[src/design/ptcc_pkg.sv]
// ptcc_pkg: shared types, widths and codes for the pwm timer compare channels block
// no dependencies; used by ptcc_if, ptcc_cnt, ptcc_chan and the top level

package ptcc_pkg;

	localparam int CNT_W        = 16;
	localparam int CHAN_SLOTS   = 4;
	localparam int NUM_CHANNELS = 4;
	localparam int ACT_W        = 3;
	localparam int SET_W        = CNT_W + ACT_W;
	localparam int MODE_W       = 3;
	localparam int CFG_IDX_W    = 3;

	// request codes carried by an input word
	typedef enum logic [1:0] {
		REQ_TICK  = 2'd0,
		REQ_START = 2'd1,
		REQ_STOP  = 2'd2,
		REQ_CLR   = 2'd3
	} req_t;

	// count mode codes, remaining codes never count
	localparam logic [MODE_W-1:0] CM_ALWAYS = 3'd0;
	localparam logic [MODE_W-1:0] CM_LOW    = 3'd1;
	localparam logic [MODE_W-1:0] CM_HIGH   = 3'd2;

	// channel action codes
	localparam logic [ACT_W-1:0] ACT_SET     = 3'd0;
	localparam logic [ACT_W-1:0] ACT_TGL_RST = 3'd1;
	localparam logic [ACT_W-1:0] ACT_SET_RST = 3'd2;
	localparam logic [ACT_W-1:0] ACT_TGL     = 3'd3;
	localparam logic [ACT_W-1:0] ACT_RST     = 3'd4;
	localparam logic [ACT_W-1:0] ACT_TGL_SET = 3'd5;
	localparam logic [ACT_W-1:0] ACT_RST_SET = 3'd6;
	localparam logic [ACT_W-1:0] ACT_NONE    = 3'd7;

	// configuration register indexes
	localparam logic [CFG_IDX_W-1:0] CFG_MODE  = 3'd0;
	localparam logic [CFG_IDX_W-1:0] CFG_SAW   = 3'd1;
	localparam logic [CFG_IDX_W-1:0] CFG_LOW   = 3'd2;
	localparam logic [CFG_IDX_W-1:0] CFG_HIGH  = 3'd3;
	localparam logic [CFG_IDX_W-1:0] CFG_CHAN0 = 3'd4;
	localparam logic [CFG_IDX_W-1:0] CFG_CHAN1 = 3'd5;
	localparam logic [CFG_IDX_W-1:0] CFG_CHAN2 = 3'd6;
	localparam logic [CFG_IDX_W-1:0] CFG_CHAN3 = 3'd7;

	// what the counter tells every channel on one tick
	typedef struct packed {
		logic             upd;
		logic [CNT_W-1:0] cnt;
		logic             period_end;
		logic             saw;
	} chan_evt_t;

endpackage

[src/design/ptcc_if.sv]
// ptcc_if: valid/ready channel interfaces for input and result words
// depends on ptcc_pkg

interface ptcc_in_if;
	logic       valid;
	logic       ready;
	logic [1:0] req_type;
	logic       ext_in;

	modport source (output valid, output req_type, output ext_in, input ready);
	modport sink   (input valid, input req_type, input ext_in, output ready);
endinterface

interface ptcc_out_if;
	logic                      valid;
	logic                      ready;
	logic [ptcc_pkg::CNT_W-1:0]      count_value;
	logic [ptcc_pkg::CHAN_SLOTS-1:0] event_levels;
	logic [ptcc_pkg::CHAN_SLOTS-1:0] rise_mask;
	logic [ptcc_pkg::CHAN_SLOTS-1:0] fall_mask;
	logic                      period_end;
	logic                      did_count;

	modport source (output valid, output count_value, output event_levels, output rise_mask,
		output fall_mask, output period_end, output did_count, input ready);
	modport sink   (input valid, input count_value, input event_levels, input rise_mask,
		input fall_mask, input period_end, input did_count, output ready);
endinterface

[src/design/ptcc_cnt.sv]
// ptcc_cnt: run flag, counter and direction registers with the tick decode
// depends on ptcc_pkg

module ptcc_cnt (
	input  logic                         clk,
	input  logic                         arst_n,
	input  logic                         fire,
	input  logic [1:0]                   req_type,
	input  logic                         ext_in,
	input  logic [ptcc_pkg::MODE_W-1:0]  count_mode,
	input  logic                         sawtooth_mode,
	input  logic [ptcc_pkg::CNT_W-1:0]   low_threshold,
	input  logic [ptcc_pkg::CNT_W-1:0]   high_threshold,
	output ptcc_pkg::chan_evt_t          evt,
	output logic [ptcc_pkg::CNT_W-1:0]   cnt_nxt,
	output logic [ptcc_pkg::CNT_W-1:0]   cnt
);

	logic                       running_q;
	logic                       down_q;
	logic [ptcc_pkg::CNT_W-1:0] cnt_q;
	logic                       mode_ok;
	logic                       tick;
	logic [ptcc_pkg::CNT_W-1:0] stepped;
	logic                       at_end;
	logic                       down_nxt;
	logic                       running_nxt;

	always_comb begin
		case (count_mode)
			ptcc_pkg::CM_ALWAYS: mode_ok = 1'b1;
			ptcc_pkg::CM_LOW:    mode_ok = ~ext_in;
			ptcc_pkg::CM_HIGH:   mode_ok = ext_in;
			default:             mode_ok = 1'b0;
		endcase
	end

	assign tick    = (ptcc_pkg::req_t'(req_type) == ptcc_pkg::REQ_TICK) && running_q && mode_ok;
	assign stepped = down_q ? cnt_q - ptcc_pkg::CNT_W'(1) : cnt_q + ptcc_pkg::CNT_W'(1);
	// down end sits one below the low threshold
	assign at_end  = down_q ? (stepped == low_threshold - ptcc_pkg::CNT_W'(1))
		: (stepped == high_threshold);

	always_comb begin
		cnt_nxt     = cnt_q;
		down_nxt    = down_q;
		running_nxt = running_q;
		unique case (ptcc_pkg::req_t'(req_type))
			ptcc_pkg::REQ_START: running_nxt = 1'b1;
			ptcc_pkg::REQ_STOP:  running_nxt = 1'b0;
			ptcc_pkg::REQ_CLR: begin
				cnt_nxt  = low_threshold;
				down_nxt = 1'b0;
			end
			ptcc_pkg::REQ_TICK: begin
				if (tick) begin
					cnt_nxt = (at_end && sawtooth_mode) ? low_threshold : stepped;
					if (at_end && !sawtooth_mode)
						down_nxt = ~down_q;
				end
			end
		endcase
	end

	assign evt.upd        = fire && tick;
	assign evt.cnt        = stepped;
	assign evt.period_end = at_end;
	assign evt.saw        = sawtooth_mode;
	assign cnt            = cnt_q;

	always_ff @(posedge clk or negedge arst_n) begin
		if (!arst_n) begin
			running_q <= 1'b0;
			down_q    <= 1'b0;
			cnt_q     <= '0;
		end else if (fire) begin
			running_q <= running_nxt;
			down_q    <= down_nxt;
			cnt_q     <= cnt_nxt;
		end
	end

endmodule

[src/design/ptcc_chan.sv]
// ptcc_chan: one compare channel, level and second-match registers plus action logic
// depends on ptcc_pkg

module ptcc_chan (
	input  logic                        clk,
	input  logic                        arst_n,
	input  logic [ptcc_pkg::SET_W-1:0]  setting,
	input  ptcc_pkg::chan_evt_t         evt,
	output logic                        level,
	output logic                        level_nxt
);

	logic                       level_q;
	logic                       sm_q;
	logic                       sm_nxt;
	logic [ptcc_pkg::ACT_W-1:0] act;
	logic                       match;
	logic                       first;
	logic                       second;

	assign act   = setting[ptcc_pkg::SET_W-1:ptcc_pkg::CNT_W];
	assign match = setting[ptcc_pkg::CNT_W-1:0] == evt.cnt;

	// two-step actions: first step on a match, second on end or on alternate match
	assign first  = ((act == ptcc_pkg::ACT_TGL_RST) || (act == ptcc_pkg::ACT_TGL_SET)) ? ~level_q
		: (act == ptcc_pkg::ACT_SET_RST);
	assign second = !((act == ptcc_pkg::ACT_TGL_RST) || (act == ptcc_pkg::ACT_SET_RST));

	always_comb begin
		level_nxt = level_q;
		sm_nxt    = sm_q;
		case (act)
			ptcc_pkg::ACT_SET: if (match) level_nxt = 1'b1;
			ptcc_pkg::ACT_TGL: if (match) level_nxt = ~level_q;
			ptcc_pkg::ACT_RST: if (match) level_nxt = 1'b0;
			ptcc_pkg::ACT_NONE: sm_nxt = 1'b0;
			default: begin
				if (evt.saw) begin
					if (match)
						level_nxt = first;
					else if (evt.period_end)
						level_nxt = second;
				end else if (match) begin
					level_nxt = sm_q ? second : first;
					sm_nxt    = ~sm_q;
				end
			end
		endcase
	end

	assign level = level_q;

	always_ff @(posedge clk or negedge arst_n) begin
		if (!arst_n) begin
			level_q <= 1'b0;
			sm_q    <= 1'b0;
		end else if (evt.upd) begin
			level_q <= level_nxt;
			sm_q    <= sm_nxt;
		end
	end

endmodule

[src/design/pwm_timer_compare_channels_core.sv]
// pwm_timer_compare_channels_core: top level, config registers, channels and result register
// depends on ptcc_pkg, ptcc_if, ptcc_cnt, ptcc_chan

// One 16-bit pwm timer slice with four compare channels. Each input word is a tick, start,
// stop or counter-reset request; every word yields exactly one result word carrying the
// counter, the channel levels, their rise/fall masks, the period end flag and whether the
// tick counted. A word is taken whenever the output register is empty or being drained; the counter
// and channel state update at acceptance and the result lands in a single output register in the
// next cycle; the sustained rate is one word per clock while the sink takes results. The only thing that
// holds the input back is a full output register that the sink is not taking. Configuration
// is a plain write port (enable, index, 19-bit data) and is meant to be written while idle.

module pwm_timer_compare_channels_core (
	input  logic                            clk,
	input  logic                            arst_n,
	ptcc_in_if.sink                         item_in,
	ptcc_out_if.source                      result_out,
	input  logic                            cfg_we,
	input  logic [ptcc_pkg::CFG_IDX_W-1:0]  cfg_idx,
	input  logic [ptcc_pkg::SET_W-1:0]      cfg_data
);

	// configuration registers
	logic [ptcc_pkg::MODE_W-1:0] mode_q;
	logic                        saw_q;
	logic [ptcc_pkg::CNT_W-1:0]  low_q;
	logic [ptcc_pkg::CNT_W-1:0]  high_q;
	logic [ptcc_pkg::SET_W-1:0]  chan_set_q [ptcc_pkg::CHAN_SLOTS];

	// handshake and datapath
	logic                            fire;
	logic                            out_valid_q;
	ptcc_pkg::chan_evt_t             evt;
	logic [ptcc_pkg::CNT_W-1:0]      cnt_nxt;
	logic [ptcc_pkg::CNT_W-1:0]      cnt_cur;
	logic [ptcc_pkg::CHAN_SLOTS-1:0] lvl_cur;
	logic [ptcc_pkg::CHAN_SLOTS-1:0] lvl_nxt;
	logic [ptcc_pkg::CHAN_SLOTS-1:0] lvl_new;

	// result register
	logic [ptcc_pkg::CNT_W-1:0]      cnt_out_q;
	logic [ptcc_pkg::CHAN_SLOTS-1:0] lvl_out_q;
	logic [ptcc_pkg::CHAN_SLOTS-1:0] rise_q;
	logic [ptcc_pkg::CHAN_SLOTS-1:0] fall_q;
	logic                            pend_q;
	logic                            did_q;

	// register writes, every index of the 3-bit space names a register
	always_ff @(posedge clk or negedge arst_n) begin
		if (!arst_n) begin
			mode_q     <= '0;
			saw_q      <= 1'b0;
			low_q      <= '0;
			high_q     <= '0;
			chan_set_q <= '{default: '0};
		end else if (cfg_we) begin
			unique case (cfg_idx)
				ptcc_pkg::CFG_MODE:  mode_q        <= cfg_data[ptcc_pkg::MODE_W-1:0];
				ptcc_pkg::CFG_SAW:   saw_q         <= cfg_data[0];
				ptcc_pkg::CFG_LOW:   low_q         <= cfg_data[ptcc_pkg::CNT_W-1:0];
				ptcc_pkg::CFG_HIGH:  high_q        <= cfg_data[ptcc_pkg::CNT_W-1:0];
				ptcc_pkg::CFG_CHAN0: chan_set_q[0] <= cfg_data;
				ptcc_pkg::CFG_CHAN1: chan_set_q[1] <= cfg_data;
				ptcc_pkg::CFG_CHAN2: chan_set_q[2] <= cfg_data;
				ptcc_pkg::CFG_CHAN3: chan_set_q[3] <= cfg_data;
			endcase
		end
	end

	// take a new word whenever the result register is empty or being drained
	assign item_in.ready = !out_valid_q || result_out.ready;
	assign fire          = item_in.valid && item_in.ready;

	// counter, direction and run flag
	ptcc_cnt u_cnt (
		.clk            (clk),
		.arst_n         (arst_n),
		.fire           (fire),
		.req_type       (item_in.req_type),
		.ext_in         (item_in.ext_in),
		.count_mode     (mode_q),
		.sawtooth_mode  (saw_q),
		.low_threshold  (low_q),
		.high_threshold (high_q),
		.evt            (evt),
		.cnt_nxt        (cnt_nxt),
		.cnt            (cnt_cur)
	);

	// compare channels, unused slots read as a steady low level
	for (genvar i = 0; i < ptcc_pkg::CHAN_SLOTS; i++) begin : g_chan
		if (i < ptcc_pkg::NUM_CHANNELS) begin : g_used
			ptcc_chan u_chan (
				.clk       (clk),
				.arst_n    (arst_n),
				.setting   (chan_set_q[i]),
				.evt       (evt),
				.level     (lvl_cur[i]),
				.level_nxt (lvl_nxt[i])
			);
		end else begin : g_unused
			assign lvl_cur[i] = 1'b0;
			assign lvl_nxt[i] = 1'b0;
		end
	end

	// levels only move on a tick that counted
	assign lvl_new = evt.upd ? lvl_nxt : lvl_cur;

	always_ff @(posedge clk or negedge arst_n) begin
		if (!arst_n) begin
			out_valid_q <= 1'b0;
		end else if (fire) begin
			out_valid_q <= 1'b1;
		end else if (result_out.ready) begin
			out_valid_q <= 1'b0;
		end
	end

	// result payload, loaded with the word that was just accepted
	always_ff @(posedge clk) begin
		if (fire) begin
			cnt_out_q <= cnt_nxt;
			lvl_out_q <= lvl_new;
			rise_q    <= lvl_new & ~lvl_cur;
			fall_q    <= lvl_cur & ~lvl_new;
			pend_q    <= evt.upd && evt.period_end;
			did_q     <= evt.upd;
		end
	end

	assign result_out.valid        = out_valid_q;
	assign result_out.count_value  = cnt_out_q;
	assign result_out.event_levels = lvl_out_q;
	assign result_out.rise_mask    = rise_q;
	assign result_out.fall_mask    = fall_q;
	assign result_out.period_end   = pend_q;
	assign result_out.did_count    = did_q;

`ifndef SYNTH
	// a level cannot rise and fall on the same word
	a_rise_fall_disjoint: assert property (@(posedge clk) disable iff (!arst_n)
		result_out.valid |-> (result_out.rise_mask & result_out.fall_mask) == '0)
		else $error("rise and fall masks overlap");

	// edges and period end only come from a tick that counted
	a_no_count_no_event: assert property (@(posedge clk) disable iff (!arst_n)
		(result_out.valid && !result_out.did_count) |->
		(result_out.rise_mask == '0 && result_out.fall_mask == '0 && !result_out.period_end))
		else $error("event flags on a word that did not count");

	// reported counter tracks the live counter register
	a_count_matches_state: assert property (@(posedge clk) disable iff (!arst_n)
		result_out.valid |-> result_out.count_value == cnt_cur)
		else $error("result counter differs from counter state");

	// a counter reset word reports the low threshold
	a_clear_loads_low: assert property (@(posedge clk) disable iff (!arst_n)
		(fire && item_in.req_type == ptcc_pkg::REQ_CLR) |=> cnt_cur == low_q)
		else $error("counter reset did not load low threshold");
`endif

endmodule

[src/flat_wrapper.sv]
// flat-port wrapper written by rule: the top's interface ports become plain ports
module pwm_timer_compare_channels_core_flat 
  (clk, arst_n, cfg_we, cfg_idx, cfg_data, item_in_valid, item_in_req_type, item_in_ext_in, item_in_ready, result_out_valid, result_out_count_value, result_out_event_levels, result_out_rise_mask, result_out_fall_mask, result_out_period_end, result_out_did_count, result_out_ready);
  ptcc_in_if item_in_i ();
  ptcc_out_if result_out_i ();
  input  logic clk;
  input  logic arst_n;
  input  logic cfg_we;
  input  logic [ptcc_pkg::CFG_IDX_W-1:0] cfg_idx;
  input  logic [ptcc_pkg::SET_W-1:0] cfg_data;
  input wire logic [$bits(item_in_i.valid)-1:0] item_in_valid;
  input wire logic [$bits(item_in_i.req_type)-1:0] item_in_req_type;
  input wire logic [$bits(item_in_i.ext_in)-1:0] item_in_ext_in;
  output wire logic [$bits(item_in_i.ready)-1:0] item_in_ready;
  output wire logic [$bits(result_out_i.valid)-1:0] result_out_valid;
  output wire logic [$bits(result_out_i.count_value)-1:0] result_out_count_value;
  output wire logic [$bits(result_out_i.event_levels)-1:0] result_out_event_levels;
  output wire logic [$bits(result_out_i.rise_mask)-1:0] result_out_rise_mask;
  output wire logic [$bits(result_out_i.fall_mask)-1:0] result_out_fall_mask;
  output wire logic [$bits(result_out_i.period_end)-1:0] result_out_period_end;
  output wire logic [$bits(result_out_i.did_count)-1:0] result_out_did_count;
  input wire logic [$bits(result_out_i.ready)-1:0] result_out_ready;
  assign item_in_i.valid = item_in_valid;
  assign item_in_i.req_type = item_in_req_type;
  assign item_in_i.ext_in = item_in_ext_in;
  assign item_in_ready = item_in_i.ready;
  assign result_out_valid = result_out_i.valid;
  assign result_out_count_value = result_out_i.count_value;
  assign result_out_event_levels = result_out_i.event_levels;
  assign result_out_rise_mask = result_out_i.rise_mask;
  assign result_out_fall_mask = result_out_i.fall_mask;
  assign result_out_period_end = result_out_i.period_end;
  assign result_out_did_count = result_out_i.did_count;
  assign result_out_i.ready = result_out_ready;
  pwm_timer_compare_channels_core u_core (.clk(clk), .arst_n(arst_n), .item_in(item_in_i), .result_out(result_out_i), .cfg_we(cfg_we), .cfg_idx(cfg_idx), .cfg_data(cfg_data));
endmodule
[config.mk]
export PLATFORM = sky130hd
export DESIGN_NAME = pwm_timer_compare_channels_core_flat
export DESIGN_NICKNAME = d
export VERILOG_FILES = /design/src/design/ptcc_pkg.sv /design/src/design/ptcc_if.sv /design/src/design/ptcc_cnt.sv /design/src/design/ptcc_chan.sv /design/src/design/pwm_timer_compare_channels_core.sv /design/src/flat_wrapper.sv
export SDC_FILE = /design/constraint.sdc
export NUM_CORES = 1
export LEC_CHECK = 0
export ABC_AREA = 0
export BUFFER_PORTS_ARGS = -buffer_cell sky130_fd_sc_hd__buf_2
export CORE_ASPECT_RATIO = 2
export CORE_MARGIN = 2
export CORE_UTILIZATION = 50
export CTS_CLUSTER_SIZE = 8
export DETAILED_ROUTE_END_ITERATION = 10
export PLACE_DENSITY = 0.75
export SYNTH_ARGS = -nofsm -noshare
export SYNTH_HDL_FRONTEND = slang
export SYNTH_SLANG_ARGS = --single-unit
[constraint.sdc]
create_clock -name clk -period 8.5 [get_ports clk]
set_input_delay 0 -clock clk [delete_from_list [all_inputs] [get_ports clk]]
set_output_delay 0 -clock clk [all_outputs]
set_load 0.02 [all_outputs]
==> impl_metrics.json <==
{
  "crit_path_max_fanout": 31,
  "grt_pass1_wl_um": 48500,
  "tightest_slew_ns": 0.970,
  "viasPerCell": 6.15,
  "relSlewSlack_pct": 34.9,
  "ys_ff_latch": 169,
  "ctsHoldBuffers": 26,
  "max_freq_mhz": 185,
  "cp_data_required_time_ns": 8.67,
  "post_cts_resized": 0,
  "p_leak_nw": 5.01,
  "setup_violations": 0,
  "initial_utilization_pct": 50.9,
  "clock_path_buffers": 2,
  "cts-htree-levels": 4,
  "period_needed_ns": 5.39,
  "synth_edf_count": 30,
  "cts_buffers": 17,
  "cts_tree": "yes",
  "synth-async-reset-ratio_pct": 82.2,
  "hpwl_um": 23400,
  "cts.clk_slew.worst_paths_ns": 0.07,
  "die-area_um2": 22500,
  "track_usage_pct": 29.3,
  "grt_max_degree": 77,
  "area_growth_pct": 12.8,
  "synth_flop_cell": "dfrtp_1",
  "fin_skew_ns": 0.0104,
  "wl_um": 31400,
  "status": "complete, no violations",
  "drt_iter0_drc": 557,
  "wl_per_cell_um": 23.4,
  "dieHeight_um": 210,
  "drtPass1Iterations": 5,
  "tns_ns": 0,
  "crit_path_end_kind": "flop",
  "hp-start": "cfg_idx[2]",
  "fp-row-count": 75,
  "hold_viol": 0,
  "final_antenna_net_count": 0,
  "avgSynthCellArea_um2": 10.7,
  "die_w_um": 107,
  "fin_area_um2": 12000,
  "finalCritPeriodShare_pct": 63.4,
  "yosysUniqueCellTypes": 92,
  "synth_area_um2": 10600,
  "drive_above_1_share_pct": 23.2,
  "clock-sinks": 169,
  "cp.arrival_ns": 5.56,
  "antenna_found_initial": 0,
  "grt_pass1_vias": 8585,
  "slew_violations": 0,
  "clockRootBuffer": "clkbuf_16",
  "yosysWarnings": 0,
  "post-cts-setup-buffer-count": 0,
  "clock_latency_ns": 0.45,
  "min_path_type": "input pin to flop",
  "io_pins": 62,
  "powerDensity_nw_per_um2": 355,
  "core_area_um2": 20900,
  "vias": 8247,
  "antenna_cells": 0,
  "yosysSeqAreaShare_pct": 41.1,
  "grt_overflow": 0,
  "drc": 0,
  "ff2ff_setup_slack_ns": 3.11,
  "fin_hold_ws_ns": 0.0197,
  "worst_setup_path_start_kind": "flop",
  "portBuffers": 61,
  "place_congestion": 0.991,
  "layout.nets": 1135,
  "critical_path_class": "flop to flop",
  "placed_area_um2": 11200,
  "cap_violations": 0,
  "synth_cells": 991,
  "ir_drop_uv": 180,
  "rsz0062_at_grt": "no",
  "syn_nets": 1068,
  "worst_r2r_startpoint": "u_core.u_cnt.down_q",
  "startpoint": "u_core.u_cnt.down_q"
}
[layout make-up]
cell class                 count  area, um^2
clock inverter                12         138
tap                          269         337
clock buffer                  20         447
fill                        1793        8910
multi-input combinational    737        5930
sequential                   169        4380
timing repair buffer          98         654
inverter                      35         131
[power by group]
part           internal, mW  switching, mW  total (mW)
registers              1.00          0.204        1.21
logic                 0.912           1.36        2.27
clock network         0.444          0.345       0.789
total                  2.36           1.91        4.27
[cell usage after synthesis, drive strengths merged (6+ instances only)]
cell type    n  area [um^2]
nor4b        8         85.1
xnor2       58          549
o31ai        6         55.1
xor2        37          384
buf         21          109
edfxtp      30          901
mux2i       14          140
nor2b        9         56.3
inv         34          128
a31oi        6         52.6
mux2       114         1280
a21oi       36          191
and3         7         43.8
dfrtp      139         3480
and2         6         37.5
clkbuf      29          110
nand3       19         95.1
nor3b        6         45.0
ha          46          576
a211oi       8         60.1
o21ai       42          229
nor4         8         77.6
nor3        26          130
nand2       71          269
nand2b      14         87.6
nand4       15         93.8
nor2        59          226
o211ai      21          168
a21o         6         45.0
a221o       17          170
[flip-flops by register name (all words and copies together), names as in the netlist]
register                           cells
u_core.mode_q                          3
u_core.result_out.event_levels         4
u_core.u_cnt.down_q                    1
u_core.low_q                          16
u_core.chan_set_q                     76
u_core.u_cnt.running_q                 1
u_core.g_chan.g_used.u_chan.level      4
u_core.result_out.fall_mask            4
u_core.u_cnt.cnt                      16
u_core.result_out.period_end           1
u_core.result_out.did_count            1
u_core.result_out.rise_mask            4
u_core.result_out.count_value         16
u_core.result_out.valid                1
u_core.g_chan.g_used.u_chan.sm_q       4
u_core.saw_q                           1
u_core.high_q                         16
[layer usage]
metal | share of wire [%] | vias to the layer above | GRT usage [%]
li1 | - | 3739 | -
met3 | 3.9 | 130 | 4.64
met4 | 9.4 | 0 | 25.3
met5 | 0 | - | 0
met1 | 33 | 4049 | 28.1
met2 | 54 | 329 | 52.6
[placed cells by master (no fill, tap or decap), drive strengths merged, types with 5 or more instances in the layout]
master	count
nor2b	9
dfrtp	139
mux2i	14
a211oi	8
nor2	59
nand3	19
and2	6
a221o	17
o211ai	21
dlygate4sd3	26
o21ai	42
a21o	6
nor4	8
nand2	71
nor3b	6
xnor3	5
clkinv	5
o31ai	6
xnor2	58
edfxtp	30
clkbuf	20
buf	72
nand4	15
a31oi	6
mux2	114
o21a	5
xor2	37
and3	7
and4	5
nor4b	8
nor3	26
nand2b	14
a21oi	36
o311ai	5
inv	39
ha	46
[worst max-delay path, cell delays in order (launching register included)]
cell and delay, ns:
dfrtp_1 0.53, buf_4 0.41, ha_1 0.39, and2_1 0.27
o21ai_0 0.17, a31oi_1 0.08, nor3_1 0.77, xnor2_1 0.29
nand2_1 0.09, or4_1 0.50, or4_1 0.45, ha_1 0.31
mux2_2 0.26, a221oi_1 0.26, a41o_1 0.21, o21ai_1 0.10
[worst paths after layout]
| path | endpoint | cells past startpoint |
|---|---|---|
| max | u_core.result_out.event_levels[1] | 15 |
| min | u_core.saw_q | 3 |
| min reg2reg | u_core.high_q[2] | 1 |
| max in group asynchronous | u_core.high_q[4] | 3 |
| min in group asynchronous | u_core.chan_set_q[36] | 2 |
| max reg2reg | u_core.result_out.event_levels[1] | 15 |
[kinds of logic after synthesis]
family	share of synthesized area, %
muxes	13.4
adders and majority gates	5.59
xor gates and xnor gates	9.83
DFF	41.1
and+or+nand+nor	13.5
buffers and inverters	3.29
AOI/OAI and AO/OA	13.2
[per-stage QoR]
step	util [%]	power, mW	cells	worst slack (ns)
after floorplan	-	2.82	991	3.52
after global placement	53.4	3.38	1282	3.26
after detailed placement	53.4	3.43	1282	3.18
after CTS	57.4	4.23	1340	3.18
after global routing	57.4	4.50	1340	2.72
final	57.4	4.27	1340	3.11
Note: power is estimated with default switching activity, not from simulation.
